`src/design/ccs_pkg.sv`:
```
// Shared types, constants and the quarter-round helper for the ChaCha20 stream cipher.
package ccs_pkg;

  // One keystream block: sixteen 32-bit words, byte p at bits [8p+7:8p].
  localparam int BLOCK_W = 512;

  // Keystream blocks held between the generator and the byte path.
  localparam int KSQ_DEPTH = 2;
  localparam int KSQ_PTR_W = $clog2(KSQ_DEPTH);
  localparam int KSQ_CNT_W = $clog2(KSQ_DEPTH + 1);

  // Block counter value after reset.
  localparam logic [31:0] CTR_RESET = 32'd1;

  // The "expand 32-byte k" constant words.
  localparam logic [31:0] SIGMA [4] = '{
    32'h6170_7865, 32'h3320_646e, 32'h7962_2d32, 32'h6b20_6574
  };

  // Configuration register indexes.
  typedef enum logic [2:0] {
    REG_KEY_01    = 3'd0,
    REG_KEY_23    = 3'd1,
    REG_KEY_45    = 3'd2,
    REG_KEY_67    = 3'd3,
    REG_NONCE_01  = 3'd4,
    REG_NONCE_2   = 3'd5,
    REG_INIT_CTR  = 3'd6
  } cfg_reg_t;

  // Status of the keystream queue as seen by its producer and consumer.
  typedef struct packed {
    logic full;
    logic empty;
  } ksq_stat_t;

  // The four words one quarter round works on.
  typedef struct packed {
    logic [31:0] a;
    logic [31:0] b;
    logic [31:0] c;
    logic [31:0] d;
  } qr_lane_t;

  // Half of a quarter round: rotations 16/12 in the first half, 8/7 in the second.
  function automatic qr_lane_t qr_half(input qr_lane_t v, input logic second);
    qr_lane_t    r;
    logic [31:0] t;
    r   = v;
    r.a = v.a + v.b;
    t   = v.d ^ r.a;
    r.d = second ? {t[23:0], t[31:24]} : {t[15:0], t[31:16]};
    r.c = v.c + r.d;
    t   = v.b ^ r.c;
    r.b = second ? {t[24:0], t[31:25]} : {t[19:0], t[31:20]};
    return r;
  endfunction

endpackage

```
`src/design/ccs_if.sv`:
```
// Valid/ready stream interfaces for message bytes in and cipher bytes out.
interface ccs_in_if;
  logic       valid;
  logic       ready;
  logic [7:0] data_byte;

  modport source (output valid, output data_byte, input ready);
  modport sink   (input valid, input data_byte, output ready);
endinterface

interface ccs_out_if;
  logic       valid;
  logic       ready;
  logic [7:0] out_byte;

  modport source (output valid, output out_byte, input ready);
  modport sink   (input valid, input out_byte, output ready);
endinterface

```
`src/design/ccs_keygen.sv`:
```
// Keystream block generator: iterates half quarter rounds and adds the input state back.
module ccs_keygen import ccs_pkg::*; #(
  parameter int DOUBLE_ROUNDS = 10
) (
  input  logic               clk,
  input  logic               rst_n,
  input  logic               restart,
  input  logic [31:0]        ctr_load,
  input  logic [255:0]       key,
  input  logic [95:0]        nonce,
  input  ksq_stat_t          q_stat,
  output logic               push_en,
  output logic [BLOCK_W-1:0] push_data
);

  // Four steps per double round: column first/second half, diagonal first/second half.
  localparam int STEPS  = DOUBLE_ROUNDS * 4;
  localparam int STEP_W = $clog2(STEPS);

  typedef enum logic [2:0] {
    KG_IDLE = 3'b001,
    KG_RUN  = 3'b010,
    KG_DONE = 3'b100
  } kg_state_t;

  kg_state_t         state_r, state_nxt;
  logic [STEP_W-1:0] step_r, step_nxt;
  logic [31:0]       ctr_r, ctr_nxt;
  logic [31:0]       x_r [16];
  logic [31:0]       x_nxt [16];
  logic [31:0]       x_rnd [16];
  logic [31:0]       init_w [16];
  qr_lane_t          lane_in [4];
  qr_lane_t          lane_out [4];
  logic              half;
  logic              diag;

  assign half = step_r[0];
  assign diag = step_r[1];

  // Input state: constants, key, block counter, nonce.
  always_comb begin
    for (int i = 0; i < 4; i++) begin
      init_w[i] = SIGMA[i];
    end
    for (int i = 0; i < 8; i++) begin
      init_w[4 + i] = key[32*i +: 32];
    end
    init_w[12] = ctr_r;
    for (int i = 0; i < 3; i++) begin
      init_w[13 + i] = nonce[32*i +: 32];
    end
  end

  // Four quarter-round lanes, routed as columns or diagonals.
  always_comb begin
    x_rnd = x_r;
    for (int j = 0; j < 4; j++) begin
      lane_in[j].a = x_r[j];
      lane_in[j].b = diag ? x_r[4 + ((j + 1) % 4)]  : x_r[4 + j];
      lane_in[j].c = diag ? x_r[8 + ((j + 2) % 4)]  : x_r[8 + j];
      lane_in[j].d = diag ? x_r[12 + ((j + 3) % 4)] : x_r[12 + j];
      lane_out[j]  = qr_half(lane_in[j], half);
    end
    for (int j = 0; j < 4; j++) begin
      x_rnd[j] = lane_out[j].a;
      if (diag) begin
        x_rnd[4 + ((j + 1) % 4)]  = lane_out[j].b;
        x_rnd[8 + ((j + 2) % 4)]  = lane_out[j].c;
        x_rnd[12 + ((j + 3) % 4)] = lane_out[j].d;
      end else begin
        x_rnd[4 + j]  = lane_out[j].b;
        x_rnd[8 + j]  = lane_out[j].c;
        x_rnd[12 + j] = lane_out[j].d;
      end
    end
  end

  // Feed-forward addition, words packed little-endian.
  always_comb begin
    for (int i = 0; i < 16; i++) begin
      push_data[32*i +: 32] = x_r[i] + init_w[i];
    end
  end

  // Sequencer: start when the queue has room, run all steps, then push.
  always_comb begin
    state_nxt = state_r;
    step_nxt  = step_r;
    ctr_nxt   = ctr_r;
    x_nxt     = x_r;
    push_en   = 1'b0;
    unique case (state_r)
      KG_IDLE: begin
        if (!q_stat.full) begin
          x_nxt     = init_w;
          step_nxt  = '0;
          state_nxt = KG_RUN;
        end
      end
      KG_RUN: begin
        x_nxt    = x_rnd;
        step_nxt = step_r + STEP_W'(1);
        if (step_r == STEP_W'(STEPS - 1)) begin
          state_nxt = KG_DONE;
        end
      end
      KG_DONE: begin
        push_en   = 1'b1;
        ctr_nxt   = ctr_r + 32'd1;
        state_nxt = KG_IDLE;
      end
      default: begin
        state_nxt = KG_IDLE;
      end
    endcase
    // A configuration write abandons the block in flight.
    if (restart) begin
      push_en   = 1'b0;
      ctr_nxt   = ctr_load;
      state_nxt = KG_IDLE;
    end
  end

  always_ff @(posedge clk) begin
    if (!rst_n) begin
      state_r <= KG_IDLE;
      step_r  <= '0;
      ctr_r   <= CTR_RESET;
    end else begin
      state_r <= state_nxt;
      step_r  <= step_nxt;
      ctr_r   <= ctr_nxt;
    end
  end

  // Working state carries no reset.
  always_ff @(posedge clk) begin
    x_r <= x_nxt;
  end

endmodule

```
`src/design/ccs_ksq.sv`:
```
// Small FIFO of finished keystream blocks between the generator and the byte path.
module ccs_ksq import ccs_pkg::*; (
  input  logic               clk,
  input  logic               rst_n,
  input  logic               flush,
  input  logic               push_en,
  input  logic [BLOCK_W-1:0] push_data,
  input  logic               pop,
  output ksq_stat_t          q_stat,
  output logic [BLOCK_W-1:0] head_data
);

  logic [BLOCK_W-1:0]   mem [KSQ_DEPTH];
  logic [KSQ_PTR_W-1:0] wr_ptr_r, wr_ptr_nxt;
  logic [KSQ_PTR_W-1:0] rd_ptr_r, rd_ptr_nxt;
  logic [KSQ_CNT_W-1:0] cnt_r, cnt_nxt;
  logic                 do_push;
  logic                 do_pop;

  assign q_stat.full  = (cnt_r == KSQ_CNT_W'(KSQ_DEPTH));
  assign q_stat.empty = (cnt_r == '0);
  assign do_push      = push_en && !q_stat.full;
  assign do_pop       = pop && !q_stat.empty;
  assign head_data    = mem[rd_ptr_r];

  // Pointer and fill count update; a flush drops every stored block.
  always_comb begin
    wr_ptr_nxt = wr_ptr_r;
    rd_ptr_nxt = rd_ptr_r;
    cnt_nxt    = cnt_r;
    if (do_push) begin
      wr_ptr_nxt = (wr_ptr_r == KSQ_PTR_W'(KSQ_DEPTH - 1)) ? '0 : wr_ptr_r + KSQ_PTR_W'(1);
    end
    if (do_pop) begin
      rd_ptr_nxt = (rd_ptr_r == KSQ_PTR_W'(KSQ_DEPTH - 1)) ? '0 : rd_ptr_r + KSQ_PTR_W'(1);
    end
    if (do_push && !do_pop) begin
      cnt_nxt = cnt_r + KSQ_CNT_W'(1);
    end else if (do_pop && !do_push) begin
      cnt_nxt = cnt_r - KSQ_CNT_W'(1);
    end
    if (flush) begin
      wr_ptr_nxt = '0;
      rd_ptr_nxt = '0;
      cnt_nxt    = '0;
    end
  end

  always_ff @(posedge clk) begin
    if (!rst_n) begin
      wr_ptr_r <= '0;
      rd_ptr_r <= '0;
      cnt_r    <= '0;
    end else begin
      wr_ptr_r <= wr_ptr_nxt;
      rd_ptr_r <= rd_ptr_nxt;
      cnt_r    <= cnt_nxt;
    end
  end

  // Block storage.
  always_ff @(posedge clk) begin
    if (do_push) begin
      mem[wr_ptr_r] <= push_data;
    end
  end

endmodule

```
`src/design/ccs_front.sv`:
```
// Byte path: accepts message bytes, XORs them with the head keystream block, registers the result.
module ccs_front import ccs_pkg::*; (
  input  logic               clk,
  input  logic               rst_n,
  input  logic               restart,
  input  ksq_stat_t          q_stat,
  input  logic [BLOCK_W-1:0] head_data,
  output logic               pop,
  ccs_in_if.sink             in_if,
  ccs_out_if.source          out_if
);

  logic [5:0] pos_r, pos_nxt;
  logic       ov_r, ov_nxt;
  logic [7:0] ob_r, ob_nxt;
  logic       accept;
  logic [7:0] ks_byte;

  // Take a request when a block is ready and the output register is free or draining.
  assign in_if.ready = !q_stat.empty && (!ov_r || out_if.ready);
  assign accept      = in_if.valid && in_if.ready;
  assign ks_byte     = head_data[{pos_r, 3'b000} +: 8];
  assign pop         = accept && (pos_r == 6'd63);

  assign out_if.valid    = ov_r;
  assign out_if.out_byte = ob_r;

  always_comb begin
    pos_nxt = pos_r;
    ov_nxt  = ov_r;
    ob_nxt  = ob_r;
    if (out_if.ready) begin
      ov_nxt = 1'b0;
    end
    if (accept) begin
      ov_nxt  = 1'b1;
      ob_nxt  = in_if.data_byte ^ ks_byte;
      pos_nxt = pos_r + 6'd1;
    end
    if (restart) begin
      pos_nxt = '0;
    end
  end

  always_ff @(posedge clk) begin
    if (!rst_n) begin
      pos_r <= '0;
      ov_r  <= 1'b0;
    end else begin
      pos_r <= pos_nxt;
      ov_r  <= ov_nxt;
    end
  end

  always_ff @(posedge clk) begin
    ob_r <= ob_nxt;
  end

endmodule

```
`src/design/chacha20_stream_cipher_top.sv`:
```
// ChaCha20 stream cipher top level: configuration registers and the generator, queue and byte path.
//
// Each request carries one message byte and yields that byte XORed with the next
// ChaCha20 keystream byte (32-bit block counter, 96-bit nonce). The byte path takes
// one request per cycle and keeps that rate as long as a keystream block is queued and
// the results are taken; the output register lets a new request in while its held
// result is being taken. Keystream blocks come from a generator that runs one half
// quarter round over all four lanes per cycle and, at ten double rounds, finishes a
// block before the byte path uses up its 64 bytes; a two-block queue holds the next
// block ready. After reset and after every write to a mapped register, which restarts
// the stream at the initial counter, the first byte waits for the first block.
// Configuration is to be written only while no request is in flight; the block does not check it.
module chacha20_stream_cipher_top import ccs_pkg::*; #(
  parameter int DOUBLE_ROUNDS = 10
) (
  input  logic        clk,
  input  logic        rst_n,
  ccs_in_if.sink      in_if,
  ccs_out_if.source   out_if,
  input  logic        cfg_we,
  input  logic [2:0]  cfg_index,
  input  logic [63:0] cfg_wdata
);

  logic [255:0]       key_r, key_nxt;
  logic [95:0]        nonce_r, nonce_nxt;
  logic [31:0]        init_ctr_r, init_ctr_nxt;
  logic               restart;
  ksq_stat_t          q_stat;
  logic               push_en;
  logic [BLOCK_W-1:0] push_data;
  logic [BLOCK_W-1:0] head_data;
  logic               pop;

  // Register write decode; an unknown index changes nothing.
  always_comb begin
    key_nxt      = key_r;
    nonce_nxt    = nonce_r;
    init_ctr_nxt = init_ctr_r;
    restart      = 1'b0;
    if (cfg_we) begin
      restart = 1'b1;
      unique case (cfg_reg_t'(cfg_index))
        REG_KEY_01:   key_nxt[63:0]    = cfg_wdata;
        REG_KEY_23:   key_nxt[127:64]  = cfg_wdata;
        REG_KEY_45:   key_nxt[191:128] = cfg_wdata;
        REG_KEY_67:   key_nxt[255:192] = cfg_wdata;
        REG_NONCE_01: nonce_nxt[63:0]  = cfg_wdata;
        REG_NONCE_2:  nonce_nxt[95:64] = cfg_wdata[31:0];
        REG_INIT_CTR: init_ctr_nxt     = cfg_wdata[31:0];
        default:      restart          = 1'b0;
      endcase
    end
  end

  always_ff @(posedge clk) begin
    if (!rst_n) begin
      key_r      <= '0;
      nonce_r    <= '0;
      init_ctr_r <= CTR_RESET;
    end else begin
      key_r      <= key_nxt;
      nonce_r    <= nonce_nxt;
      init_ctr_r <= init_ctr_nxt;
    end
  end

  ccs_keygen #(
    .DOUBLE_ROUNDS (DOUBLE_ROUNDS)
  ) u_keygen (
    .clk       (clk),
    .rst_n     (rst_n),
    .restart   (restart),
    .ctr_load  (init_ctr_nxt),
    .key       (key_r),
    .nonce     (nonce_r),
    .q_stat    (q_stat),
    .push_en   (push_en),
    .push_data (push_data)
  );

  ccs_ksq u_ksq (
    .clk       (clk),
    .rst_n     (rst_n),
    .flush     (restart),
    .push_en   (push_en),
    .push_data (push_data),
    .pop       (pop),
    .q_stat    (q_stat),
    .head_data (head_data)
  );

  ccs_front u_front (
    .clk       (clk),
    .rst_n     (rst_n),
    .restart   (restart),
    .q_stat    (q_stat),
    .head_data (head_data),
    .pop       (pop),
    .in_if     (in_if),
    .out_if    (out_if)
  );

endmodule

```
`src/flat_wrapper.sv`:
```
// flat-port wrapper written by rule: the top's interface ports become plain ports
module chacha20_stream_cipher_top_flat import ccs_pkg::*;
#(
  parameter int DOUBLE_ROUNDS = 10
)
  (clk, rst_n, cfg_we, cfg_index, cfg_wdata, in_if_valid, in_if_data_byte, in_if_ready, out_if_valid, out_if_out_byte, out_if_ready);
  ccs_in_if in_if_i ();
  ccs_out_if out_if_i ();
  input  logic clk;
  input  logic rst_n;
  input  logic cfg_we;
  input  logic [2:0] cfg_index;
  input  logic [63:0] cfg_wdata;
  input wire logic [$bits(in_if_i.valid)-1:0] in_if_valid;
  input wire logic [$bits(in_if_i.data_byte)-1:0] in_if_data_byte;
  output wire logic [$bits(in_if_i.ready)-1:0] in_if_ready;
  output wire logic [$bits(out_if_i.valid)-1:0] out_if_valid;
  output wire logic [$bits(out_if_i.out_byte)-1:0] out_if_out_byte;
  input wire logic [$bits(out_if_i.ready)-1:0] out_if_ready;
  assign in_if_i.valid = in_if_valid;
  assign in_if_i.data_byte = in_if_data_byte;
  assign in_if_ready = in_if_i.ready;
  assign out_if_valid = out_if_i.valid;
  assign out_if_out_byte = out_if_i.out_byte;
  assign out_if_i.ready = out_if_ready;
  chacha20_stream_cipher_top #(.DOUBLE_ROUNDS(DOUBLE_ROUNDS)) u_core (.clk(clk), .rst_n(rst_n), .in_if(in_if_i), .out_if(out_if_i), .cfg_we(cfg_we), .cfg_index(cfg_index), .cfg_wdata(cfg_wdata));
endmodule
```
`config.mk`:
```
export PLATFORM = sky130hd
export DESIGN_NAME = chacha20_stream_cipher_top_flat
export DESIGN_NICKNAME = d
export VERILOG_FILES = /design/src/design/ccs_pkg.sv /design/src/design/ccs_if.sv /design/src/design/ccs_keygen.sv /design/src/design/ccs_ksq.sv /design/src/design/ccs_front.sv /design/src/design/chacha20_stream_cipher_top.sv /design/src/flat_wrapper.sv
export SDC_FILE = /design/constraint.sdc
export NUM_CORES = 2
export LEC_CHECK = 0
export BUFFER_PORTS_ARGS = -buffer_cell sky130_fd_sc_hd__buf_4
export CAP_MARGIN = 20
export CELL_PAD_IN_SITES_DETAIL_PLACEMENT = 1
export CELL_PAD_IN_SITES_GLOBAL_PLACEMENT = 2
export CORE_UTILIZATION = 40
export CTS_CLUSTER_DIAMETER = 150
export DETAILED_ROUTE_END_ITERATION = 6
export GPL_TIMING_DRIVEN = 1
export PLACE_DENSITY_LB_ADDON = 0.15
export SKIP_CTS_REPAIR_TIMING = 1
export SYNTH_ARGS = -nofsm -noshare
export SYNTH_HDL_FRONTEND = slang
export SYNTH_HIERARCHICAL = 1
export SYNTH_SLANG_ARGS = --single-unit
```
`constraint.sdc`:
```
create_clock -name clk -period 25.4 [get_ports clk]
set_input_delay 2.54 -clock clk [delete_from_list [all_inputs] [get_ports clk]]
set_output_delay 2.54 -clock clk [all_outputs]
set_load 0.02 [all_outputs]
```
==> impl_results.md <==
- Internal Power: approximately 0.0075 W
- Crit-path most repeated cell: a21oi_1
- # nets final: about 12000
- Average wire per standard cell: ~43 um
- Fin. Hold Viols: 0
- Initial Utilization: between 40 and 50%
- Total wire length: 686000 um
- Failing checks: design-rule violations
- Synth top area cells: edfxtp_1 (37%), mux2_2 (7.3%), dfxtp_1 (7.0%), mux2i_1 (6.6%), ha_1 (6.3%)
- Post-Syn Nets: about 12000
- Vias in the first global route: between 90000 and 100k
- Maximum root-to-sink buffer count: 4
- Sequential fraction of the synthesis area: 44.4%
- Clk_lat worst skew: just under 1 ns
- CTS Buf Count: about 230
- Syn Inst Count: between 10000 and 15000
- Die height: about 560 um
- Synth-to-Final Area Change: 11.5%
- Crit Path Max Fanout: 129
- Worst slew pin tran: around 1.4 ns
- Clk slew on worst S/H paths: roughly 0.060 ns
- Share of cells above drive strength 1: ~16%
- GRT Total Usage: a little over two fifths
- Initial antenna violation count: between 100 and 150
- Kind of critical path: flop to flop
- H-tree levels: 4
- Max-slew violations: 0
- 1st-iter DRT viols: 13600
- First-pass detailed-route iteration total: 7
- Tmin final: about 11 ns
- Final Setup Violations: 0
- Sw Pwr: between 0.006 and 0.007 W
- Sw frac: 47.1%
- Syn. warnings: 6
- Hold crit path type: flop to flop
- Gate power share: 47.0%
- Top_reg_cell synth: edfxtp_1
- Port Buffer Count: between 80 and 90
- Post-route clock period utilization: roughly 43%
- CTS Sinks: slightly below 2000
- Number of synthesized register bits: 1981
- Synth top area share: a little under two fifths
- Overflow after GRT: 0
- Mapped Area: approximately 120000 sq um
- Crit end category: flop
- DRC errors left: 18
- Core area: 309000 sq um
- Clk_skew: 0.0915 ns
- Vias per cell: approximately 6.4
- Outcome: finished with violations
- Seq pwr share: 28.1%
- CP required: ~26 ns
- Syn Area/Cell: 10.8 sq um
- Post-synth EDFFs: approximately 1500
- Slowest stage cell, crit path: a311oi_1
- FFs w/ async S/R, synth: 0%
- Pin count of the biggest net entering global routing: about 140
- Vias: about 100k
- Setup TNS Final: 0 ns
- RSZ-0062 raised after global routing: false
- Max cap viols: 0
- Distinct cells, synth: between 100 and 150
- Finished Core Util: between 40% and 50%
- First-pass GRT wire length: 894000 um
- Crit path largest cell delay: between 0.9 and 1 ns
- Leak pwr: roughly 54 nW
- Max VDD drop: between 0.00006 and 0.00007 V
- Row cnt: slightly above 200
- Crit path launch type: flop
- Die W: ~560 um
- CTS root buffer: clkbuf_16
- Fmax: around 90 MHz
- CTS tree: done
- Gpl congestion: roughly 1.1
- Clock share of power: 24.9%
- Die area: about 310000 sq um
- Cell accounting for the most synthesized area: edfxtp_1
- PwrDens: about 100 nW/um^2
- Rel. slew slack: approximately a tenth
- Worst EP arrival: between 10 and 15 ns
- Post-DP HPWL: ~550000 um
- I/O pin total: 90
- Antenna-violating nets left: 0
## final cells by class
| class | count | area, sq um |
|---|---|---|
| fill | 33200 | 170000 |
| tap | 4120 | 5150 |
| clock buffer | 308 | 6380 |
| inverter | 261 | 1000 |
| timing repair buffer | 384 | 3120 |
| sequential | 1981 | 55100 |
| antenna | 82 | 205 |
| multi-input combinational | 8706 | 65900 |
| clock inverter | 128 | 1590 |
## cells in the final DEF (no fill, tap or decap), types with 39 or more instances in the layout
master     synthesis  routed
a211oi_1          92      92
a21o_1           248     248
a21oi_1          668     662
a31oi_1           89      88
and2_1           134     133
and3_1            67      67
buf_4             28     361
clkbuf_1         262      53
clkbuf_16          0     237
clkinv_2           0      44
dfxtp_1          437     429
diode_2            0      82
edfxtp_1        1544    1544
ha_1             628     628
inv_1            260     258
mux2_2           807     807
mux2i_1          817     795
mux4_2           112     112
nand2_1         1275    1259
nand2b_1         145     145
nand3_1          137     137
nand4_1           39      39
nor2_1           700     695
nor2b_1           92      91
nor3_1           103     101
o211ai_1          49      49
o21a_1            86      86
o21ai_0          669     650
o21ai_1           52      66
o21bai_1          80      80
xnor2_1          645     633
xor2_1           373     372
## final timing paths
check                            start                        to  slack (ns)  depth (start not counted)
max reg2reg  u_core/u_keygen/step_r[1]  u_core/u_keygen/x_r[294]       14.47                         27
min              u_core/init_ctr_r[31]     u_core/init_ctr_r[31]        0.46                          2
max          u_core/u_keygen/step_r[1]  u_core/u_keygen/x_r[294]       14.47                         27
min reg2reg      u_core/init_ctr_r[31]     u_core/init_ctr_r[31]        0.46                          2
## Yosys cell counts (all sizes together) (37+ instances only)
library cell / count
a22oi: 38
a31oi: 90
nor2: 701
ha: 628
nand2: 1276
a21oi: 674
and2: 135
nor3: 103
buf: 239
nand3: 137
o211ai: 50
edfxtp: 1544
nand4: 39
o21bai: 80
o21ai: 729
inv: 260
xnor2: 652
a21boi: 37
mux4: 115
mux2i: 818
o21a: 87
nor2b: 92
xor2: 375
a21o: 249
nand2b: 145
a211oi: 97
and3: 67
dfxtp: 437
mux2: 807
clkbuf: 273
## per-layer routing
metal,routed length (um),global-route usage [%]
met4,59500,32.0
met3,66700,11.0
met1,280000,56.0
met5,292,0
met2,279000,59.9
## critical path, delay by kind of cell, from the launching register on
kind / cells / cell delay (ns)
compound gates: 12 / 4.09
xor+xnor: 5 / 1.64
fa+ha+maj: 2 / 1.03
buf+inv: 3 / 1.47
flops: 1 / 0.87
mux: 3 / 1.16
simple gates: 2 / 0.27
## registers in the layout (all words and copies together), names as in the netlist, 8 cells and up, named ones only
signal / count
u_core/u_ksq/mem: 1024
u_core/u_keygen/x_r: 384
u_core/key_r: 256
u_core/u_keygen/lane_in: 128
u_core/nonce_r: 96
u_core/init_ctr_r: 32
u_core/u_keygen/ctr_r: 32
u_core/u_front/out_if.out_byte: 8
## power by group through the flow
stage / logic (W) / clock network, W / registers (W)
global route: 0.00666 / 0.00368 / 0.00400
global placement: 0.00632 / 0 / 0.00406
detailed placement: 0.00636 / 0 / 0.00406
floorplan: 0.00303 / 0 / 0.00390
finish: 0.00671 / 0.00355 / 0.00402
CTS: 0.00640 / 0.00359 / 0.00399
## logic make-up after synthesis
family	synth area share (%)
buf+inv	2.93
compound gates	12.4
mux	16.0
xor+xnor	7.43
flops	44.4
simple gates	10.2
fa+ha+maj	6.65
## stage by stage
stage / cell area (sq um) / total power (W) / hold WS, ns / cells / setup slack (ns)
3_5_place_dp: 130000 / 0.0104 / 0.453 / 15400 / 14.87
5_1_grt: 138000 / 0.0143 / 0.478 / 15900 / 14.47
6_report: 138000 / 0.0143 / 0.461 / 16000 / 14.47
2_1_floorplan: 124000 / 0.00693 / 0.435 / 11500 / 8.41
3_3_place_gp: 130000 / 0.0104 / 0.442 / 15400 / 14.75
4_1_cts: 138000 / 0.0140 / 0.462 / 15900 / 14.78
No activity file was read; power rests on OpenSTA's default activity.
